`src/hw/rtl/ohlc_bar_aggregator_unit_assert.svh`:
```
// Assertion macros for the OHLC bar aggregator.
`ifndef OHLC_BAR_AGGREGATOR_UNIT_ASSERT_SVH
`define OHLC_BAR_AGGREGATOR_UNIT_ASSERT_SVH

// Check a consequence in the same cycle as its cause.
`define OHLC_ASSERT_IMP(label, clk, rst_n, ante, cons, msg) \
  label: assert property (@(posedge clk) disable iff (!rst_n) (ante) |-> (cons)) \
    else $error(msg);

// Check a consequence in the cycle after its cause.
`define OHLC_ASSERT_NXT(label, clk, rst_n, ante, cons, msg) \
  label: assert property (@(posedge clk) disable iff (!rst_n) (ante) |=> (cons)) \
    else $error(msg);

`endif

```
`src/hw/rtl/ohlc_divider.sv`:
```
// Iterative restoring remainder unit, one dividend bit per cycle.
`timescale 1ns / 1ps

module ohlc_divider #(
  parameter int DVD_W = 32,
  parameter int DVS_W = 16
) (
  input  logic             clk,
  input  logic             rst_n,
  input  logic             start,
  input  logic [DVD_W-1:0] dividend,
  input  logic [DVS_W-1:0] divisor,
  output logic             done,
  output logic [DVS_W-1:0] remainder
);

  localparam int CNT_W = $clog2(DVD_W + 1);

  logic             busy_r;
  logic             done_r;
  logic [CNT_W-1:0] cnt_r;
  logic [DVD_W-1:0] dvd_r;
  logic [DVS_W-1:0] dvs_r;
  logic [DVS_W-1:0] rem_r;
  logic [DVS_W:0]   trial;
  logic [DVS_W-1:0] rem_nxt;

  // Shift in the next dividend bit and subtract when it fits
  always_comb begin
    trial = {rem_r, dvd_r[DVD_W-1]};
    if (trial >= {1'b0, dvs_r}) begin
      rem_nxt = DVS_W'(trial - {1'b0, dvs_r});
    end else begin
      rem_nxt = trial[DVS_W-1:0];
    end
  end

  // Control: count the steps, pulse done after the last one
  always_ff @(posedge clk) begin
    if (!rst_n) begin
      busy_r <= 1'b0;
      done_r <= 1'b0;
      cnt_r  <= '0;
    end else begin
      done_r <= 1'b0;
      if (start) begin
        busy_r <= 1'b1;
        cnt_r  <= CNT_W'(DVD_W);
      end else if (busy_r) begin
        cnt_r <= cnt_r - CNT_W'(1);
        if (cnt_r == CNT_W'(1)) begin
          busy_r <= 1'b0;
          done_r <= 1'b1;
        end
      end
    end
  end

  // Datapath: load operands, then advance one bit a cycle
  always_ff @(posedge clk) begin
    if (start) begin
      dvd_r <= dividend;
      dvs_r <= divisor;
      rem_r <= '0;
    end else if (busy_r) begin
      dvd_r <= {dvd_r[DVD_W-2:0], 1'b0};
      rem_r <= rem_nxt;
    end
  end

  assign done      = done_r;
  assign remainder = rem_r;

endmodule

```
`config.mk`:
```
export PLATFORM = sky130hd
export DESIGN_NAME = ohlc_divider
export DESIGN_NICKNAME = d
export VERILOG_FILES = /design/src/hw/rtl/ohlc_bar_aggregator_unit_assert.svh /design/src/hw/rtl/ohlc_divider.sv
export SDC_FILE = /design/constraint.sdc
export NUM_CORES = 1
export LEC_CHECK = 0
export ABC_AREA = 1
export BUFFER_PORTS_ARGS = -buffer_cell sky130_fd_sc_hd__buf_2
export CAP_MARGIN = 20
export CORE_ASPECT_RATIO = 1.4
export CORE_MARGIN = 8
export CORE_UTILIZATION = 35
export CTS_BUF_LIST = sky130_fd_sc_hd__clkbuf_8
export DETAILED_ROUTE_END_ITERATION = 8
export PLACE_DENSITY_LB_ADDON = 0.15
export SLEW_MARGIN = 10
export SYNTH_ARGS = -nofsm -noshare
export SYNTH_HDL_FRONTEND = slang
export SYNTH_SLANG_ARGS = --single-unit
export TNS_END_PERCENT = 100
```
`constraint.sdc`:
```
create_clock -name clk -period 6.58 [get_ports clk]
set_clock_uncertainty 0.2 [all_clocks]
set_input_delay 1.974 -clock clk [delete_from_list [all_inputs] [get_ports clk]]
set_output_delay 1.974 -clock clk [all_outputs]
set_load 0.02 [all_outputs]
```
Word-level counts from Yosys, hierarchy flattened
Index checks and enable logic that the tools add are counted.
- add/sub/neg operators: 2
- order comparisons: 1
- eq/ne operators: 1
- multiplexer cells: 9
- bitwise logic cells: 2
- reductions and logical operators: 3
- operator list (cell ; number):
    32-bit two-way mux ; 2
    17-bit by 16-bit >= comparator with 1-bit output ; 1
    16-bit two-way mux ; 1
    16-bit subtractor ; 1
    6-bit two-way mux ; 2
    6-bit by 1-bit equality test with 1-bit output, second input constant ; 1
    6-bit by 1-bit subtractor with 6-bit output, second input constant ; 1
    1-bit two-way mux ; 4
    3-bit OR reduction ; 1
    1-bit inverter ; 2
    2-bit nonzero test ; 1
    2-bit OR reduction ; 1
- register bits: 72
- bits of input ports: 51
- word-level logic and storage cells: 25

Longest topological paths before layout
Gate-level depths: netlist (run 1).
- depth after elaboration: 4
- gate-level depth with buffers: 14
- mapped depth without buffers: 14

Worst setup path after synthesis (run 1)
OpenSTA, ideal clock, no wires.
- path type: input -> register
- start point: in start
- end point: reg dvd_r[0], enable pin
- setup time: 0.392 ns
- data arrival time: 3.045 ns
- slack: 2.943 ns
- stages on the path: 3
- path buffers: 1
- cell sequence: clkbuf_1 -> nor2_1 -> inv_1
- longest elaborated chain between the ends: 1
- ends and longest elaborated chain (what ; line ; text):
    start, declared ; ohlc_divider.sv:10 ; input logic start,
    2-bit nonzero test (no source line) ; n/a ;
    end signal, assigned ; ohlc_divider.sv:62 ; dvd_r <= dividend;
    end signal, assigned ; ohlc_divider.sv:66 ; dvd_r <= {dvd_r[DVD_W-2:0], 1'b0};
    end, declared ; ohlc_divider.sv:22 ; logic [DVD_W-1:0] dvd_r;
No other way between the ends.
A chain may end at the register's enable or synchronous reset.

Worst setup path in the final report (run 1)
- start point: in start
- end point: reg dvd_r[9], enable pin
Same word-level chain as after synthesis.

==> results.toml, run 1 <==
[layout]
fillers = 1269
nets = 655
layout_common_cells = "nand2_1 (204), inv_1 (73), buf_2 (67)"
diodes = 0
syn2layout_area_growth_pct = 16.0
drive_gt1_share_pct = 20.0
mostFrequentLayoutCell = "nand2_1"
design_area_mm2 = 0.00478
post-route-util_pct = 41.0

[timing]
setup_viol = 0
fmax_mhz = 264
drv_slew = 0
final.min_clock_period_ns = 3.79
worst_slew_pin_slew_ns = 0.949
hold_viol = 0
tns_ns = 0
slew_headroom_pct = 36.7
hold_slack_ns = 0.296
rsz0062_at_grt = "false"
finalCritPeriodShare_pct = 57.5

[setup_path]
rrSetupSlack_ns = 4.14
crit_start = "start"
crit_chain = "buf_2, buf_4, nor2_1, inv_1, buf_4"
r2r_start = "dvs_r[12]"
worstPathRequired_ns = 6.38
endpoint_kind = "flip-flop"
worst_setup_path_start_kind = "input pin"
path_max_fanout = 39
r2r_end = "remainder[8]"
setup.worst_path.end = "dvd_r[9]"
path_class = "in -> reg"
arrival_ns = 3.59
cp_common_cell = "buf_4"
critPathSlowestCell = "buf_4"
r2r_cells = 13
cp_slowest_stage_delay_ns = 0.42

[yosys]
synth_top_area_share_pct = 35.0
synth_flop_cell = "edfxtp_1"
avgSynthCellArea_um2 = 7.98
synth.area.mux_share_pct = 0
synth_edf_count = 48
syn_area_mm2 = 0.00412
synth_compound_area_share_pct = 3.19
ys.warnings.count = 0
synth_top_family_by_area = "simple AND/OR/NAND/NOR gates"
seq_area_frac_synth_pct = 46.7
synth-xor-area-share_pct = 1.91
synth-adder-area-share_pct = 5.95
synth-seq-cells = 72
async_reset_ff_share_pct = 0
yosysUniqueCellTypes = 36
syn_inst = 516
synthSimpleGateAreaFrac_pct = 33.7
synth_top_cell_by_area = "edfxtp_1"
syn-num-nets = 586
synth_area_leaders = "edfxtp_1 (35%), nand2_1 (19%), dfxtp_1 (12%), inv_1 (6.7%), ha_1 (5.5%)"

[floorplanning]
fp.dieW_um = 108
ios = 68
start_util_pct = 35.4
die_y_um = 144
placementRows = 47
die-area_mm2 = 0.0155
fp.coreArea_mm2 = 0.0116

[placement]
place_hpwl_mm = 7.51
port_buffers = 67
gp_congestion = 0.899
place_area_mm2 = 0.00458

[clocking]
post_cts_buffers = 0
clockRootBuffer = "clkbuf_8"
cts_max_level = 3
clk_pin_slew_ns = 0.08
clk_latency_ns = 0.36
hold_buffers = 0
ctsResizeCount = 0
cts_tree = "built"
cts.sinks = 72
cts_max_path_buffers = 2
numCtsBuffers = 9

[detailed_routing]
postRouteAntennaNets = 0
wl_per_cell_um = 13.5
drc_errors = 0
drt_pass1_iterations = 4
via_per_inst = 4.62
via_count = 3406
drtIter0Drc = 144
wirelength_mm = 9.97

[global_route]
overflow = 0
grt_pass1_wl_mm = 17.0
antenna_found_initial = 0
grt_usage_pct = 13.9
grt_max_degree = 40
grt_pass1_vias = 3515

[pwr]
power_density_mw_per_mm2 = 211
switching_share_pct = 29.0
peakVddDrop_v = 0.0000907
leakagePower_nw = 2.45
power.net_switching_mw = 0.292
seqPwrFrac_pct = 52.7
p_comb_share_pct = 12.2
pwr-share-clk_pct = 35.1
cell_internal_pwr_mw = 0.715

[flow_run]
cap_violations = 0

[status]
outcome = "finished, final reports clean"

[worst_hold_path]
hp-class = "reg -> reg"
how the worst min path moves through the flow:
stage	startpoint	to	slack, ns	cells after the start
6_report	remainder[9]	remainder[9]	0.30	2
3_3_place_gp	cnt_r[0]	cnt_r[0]	0.27	2
4_1_cts	remainder[9]	remainder[9]	0.30	2
2_1_floorplan	cnt_r[0]	cnt_r[0]	0.26	2
5_1_grt	remainder[11]	remainder[11]	0.32	2
3_5_place_dp	remainder[9]	remainder[9]	0.28	2
metal layers:
layer	wire length [um]	track usage (%)
met5	0	0
met2	5060	24.4
met3	429	3.26
met1	4220	15.4
met4	261	6.45
through the flow:
step | total power, mW | worst slack [ns] | cells
global route | 1.06 | 2.58 | 737
finish | 1.01 | 2.79 | 737
global placement | 0.665 | 2.35 | 721
CTS | 1.02 | 2.73 | 737
detailed placement | 0.667 | 2.34 | 721
floorplan | 0.623 | 2.94 | 516
synth_stat cells, types with 2 or more instances:
| master | instances |
|---|---|
| nand3_1 | 32 |
| nand2_2 | 8 |
| nand3_2 | 11 |
| ha_1 | 18 |
| o21ai_0 | 7 |
| clkbuf_1 | 7 |
| a211oi_1 | 2 |
| nor3_1 | 4 |
| inv_1 | 73 |
| o21ai_2 | 2 |
| nand2_1 | 204 |
| nand2_4 | 2 |
| nand4_1 | 4 |
| edfxtp_1 | 48 |
| nand3b_1 | 8 |
| a21oi_1 | 11 |
| dfxtp_1 | 24 |
| xnor2_1 | 6 |
| nor2_2 | 4 |
| nor2_1 | 22 |
| xor2_1 | 3 |
| and2_1 | 2 |
worst max-delay path: cells and delay by family:
kind	cells	cell delay (ns)
AND/OR/NAND/NOR	1	0.27
buffers and inverters	4	1.31
logic make-up after synthesis:
family / Yosys count
adders and majority gates: 19
xor gates and xnor gates: 9
AOI/OAI and AO/OA: 23
buffers and inverters: 86
and+or+nand+nor: 307
DFF: 72
power by group through the flow:
stage	Clock (mW)	Sequential, mW	Combinational (mW)
final	0.353	0.531	0.123
after detailed placement	0	0.542	0.125
after floorplan	0	0.540	0.0837
after global placement	0	0.542	0.123
after CTS	0.365	0.532	0.125
after global routing	0.383	0.535	0.142
final cells by class:
cell class                      count  area [um2]  area share (%)
Sequential cell                    72        1920            40.2
Multi-Input combinational cell    358        1840            38.6
Clock inverter                      7        68.8            1.44
Timing Repair Buffer               70         358            7.49
Tap cell                          147         184            3.85
Inverter                           74         278            5.81
Clock buffer                        9         124            2.59
flip-flops by register name (all words and copies together), names as in the netlist:
| register | flops |
|---|---|
| dvd_r | 32 |
| dvs_r | 16 |
| remainder | 16 |
| cnt_r | 6 |
| busy_r | 1 |
| done | 1 |
Note: power is estimated with default switching activity, not from simulation.
==> inputs of run 2 (changes only) <==
- ABC_AREA: 1 -> 0
- clock period: 6.58 -> 3.75 ns (I/O delays scaled with it)
==> run 2 against run 1 <==
Worst setup slack got worse by 2.0 ns. Sequential power is 82% higher. Critical path depth rose by 4. Design area fell by 8.7%. Sequential share of layout area up 3.8 points. Via count fell by 23%. Cell count down 28%. Critical path type is now reg -> reg. Critical endpoint is now remainder[9].
==> results.toml, run 2 <==
[placement]
place_hpwl_mm = 5.90
port_buffers = 67
placed_cells = 516
pre_cts_ws_ns = 0.822
gp_congestion = 0.793

[global_route]
overflow = 0
grt_pass1_wl_mm = 13.1
grt_pass1_vias = 2790
grt_max_degree = 43
antenna_found_initial = 1
grt_usage_pct = 12.0

[setup_path]
worst_setup_path_start_kind = "flip-flop"
worstPathRequired_ns = 3.80
path_max_fanout = 8
path_class = "reg -> reg"
r2r_start = "remainder[0]"
arrival_ns = 2.98
r2r_end = "remainder[9]"
r2r_cells = 9
endpoint_kind = "flip-flop"
rrSetupSlack_ns = 0.82

[floorplanning]
fp.coreArea_mm2 = 0.0103
die-area_mm2 = 0.0141
start_util_pct = 35.8
placementRows = 44
fp.dieW_um = 103
die_y_um = 137
ios = 68

[worst_hold_path]
worstHoldStart = "cnt_r[0]"
worstHoldPathCells = 2
hp-class = "reg -> reg"
hold-path-endpoint = "cnt_r[0]"

[yosys]
syn_inst = 321
synth_common_cells = "edfxtp_1 (48), mux2_2 (31), nor2_1 (30)"
synth_top_area_share_pct = 39.1
synth-seq-cells = 72
avgSynthCellArea_um2 = 11.5
ys.warnings.count = 0
synth_area_leaders = "edfxtp_1 (39%), dfxtp_1 (13%), mux2_2 (9.5%), ha_1 (6.1%), nor2_1 (3.1%)"
synth_top_cell_by_area = "edfxtp_1"
synth_edf_count = 48
syn-num-nets = 391
syn_area_mm2 = 0.00368
yosysMostFrequentCell = "edfxtp_1"
async_reset_ff_share_pct = 0
synth_flop_cell = "edfxtp_1"
yosysUniqueCellTypes = 44
seq_area_frac_synth_pct = 52.2

[layout]
regMostFlops = "dvd_r"
post-route-util_pct = 42.4
mostFrequentLayoutCell = "buf_2"
nets = 459
drive_gt1_share_pct = 31.0
largest_reg_flops = 32
finalNonFillerCells = 532
layout_common_cells = "buf_2 (67), edfxtp_1 (48), mux2_2 (31)"
diodes = 0
syn2layout_area_growth_pct = 18.4

[timing]
rsz0062_at_grt = "false"
worst_slew_pin_slew_ns = 0.728
setup_viol = 0
drv_slew = 0
slew_headroom_pct = 51.5
final.min_clock_period_ns = 2.93
fmax_mhz = 341
finalCritPeriodShare_pct = 78.2
fin_ws_ns = 0.819
tns_ns = 0
hold_viol = 0

[clocking]
ctsResizeCount = 0
cts_tree = "built"
cts.sinks = 72
cts_max_level = 3
clockRootBuffer = "clkbuf_8"
cts_max_path_buffers = 2
post_cts_buffers = 0
clk_pin_slew_ns = 0.08
hold_buffers = 0
clk_latency_ns = 0.35
numCtsBuffers = 9

[pwr]
peakVddDrop_v = 0.000217
pwr-share-clk_pct = 32.2
leakagePower_nw = 1.82
p_comb_share_pct = 20.8
power_mw = 2.06
power_density_mw_per_mm2 = 472
seqPwrFrac_pct = 46.9
power.net_switching_mw = 0.564
switching_share_pct = 27.4
cell_internal_pwr_mw = 1.49

[status]
outcome = "finished, final reports clean"

[detailed_routing]
wl_per_cell_um = 14.8
drt_pass1_iterations = 4
drtIter0Drc = 111
via_per_inst = 4.93
via_count = 2621
wirelength_mm = 7.86
drc_errors = 0
postRouteAntennaNets = 0

[flow_run]
cap_violations = 0
-- run 2: cell types whose count changed after synthesis, moves of 11 or more --
cell      delta
a211oi_1    +11
mux2i_1     +11
inv_1       -51
nand3_2     -11
nand3_1     -25
mux2_2      +31
nand2_1    -184
-- run 2: per-stage QoR --
step                cell area [um2]  hold WS, ns
finish                         4360        0.297
global route                   4360        0.337
CTS                            4360        0.297
detailed placement             4150        0.288
global placement               4150        0.276
floorplan                      3680        0.254
-- run 2: power by group through the flow --
stage,sequential [mW],combinational [mW],clock [mW]
final,0.965,0.429,0.663
after global placement,0.984,0.429,0
after floorplan,0.994,0.307,0
after global routing,0.976,0.478,0.718
after detailed placement,0.985,0.432,0
after CTS,0.967,0.433,0.687
-- run 2: worst max-delay path, stage by stage (launching register included) --
cell,delay (ns)
dfxtp_1,0.43
ha_1,0.27
nor2b_1,0.15
o31a_1,0.29
o21ai_1,0.31
a311oi_2,0.18
or2_1,0.40
buf_4,0.25
mux2i_1,0.12
a211oi_1,0.24
-- run 2: kinds of logic (layout without fill, tap and decap cells) --
family,after synthesis,in the layout,share of synthesized area (%)
and+or+nand+nor,76,76,9.24
DFF,72,72,52.2
muxes,42,42,12.5
adders and majority gates,19,19,6.66
AOI/OAI and AO/OA,61,61,11.7
buffers and inverters,36,109,4.21
xor gates and xnor gates,15,15,3.57
-- run 2: final cells by class --
class                           instances  area (um2)
Multi-Input combinational cell        213        1610
Inverter                               22        82.6
Timing Repair Buffer                   71         365
Clock inverter                          7        87.6
Tap cell                              138         173
Sequential cell                        72        1920
Clock buffer                            9         124
Fill cell                            1049        5930
-- run 2: per-layer routing --
metal | GRT usage (%) | part of all wire [%]
met5 | 0 | 0.17
met4 | 6.72 | 2.2
met3 | 4.50 | 8.3
met2 | 19.5 | 48
met1 | 13.1 | 41
-- run 2: how the worst max path moves through the flow --
| stage | startpoint | slack, ns | end |
|---|---|---|---|
| after detailed placement | dvs_r[1] | 0.82 | remainder[5] |
| after floorplan | remainder[0] | 1.04 | remainder[1] |
| after global placement | remainder[0] | 0.94 | remainder[10] |
| final | remainder[0] | 0.82 | remainder[9] |
| after global routing | remainder[0] | 0.58 | remainder[5] |
| after CTS | dvs_r[1] | 0.80 | remainder[5] |
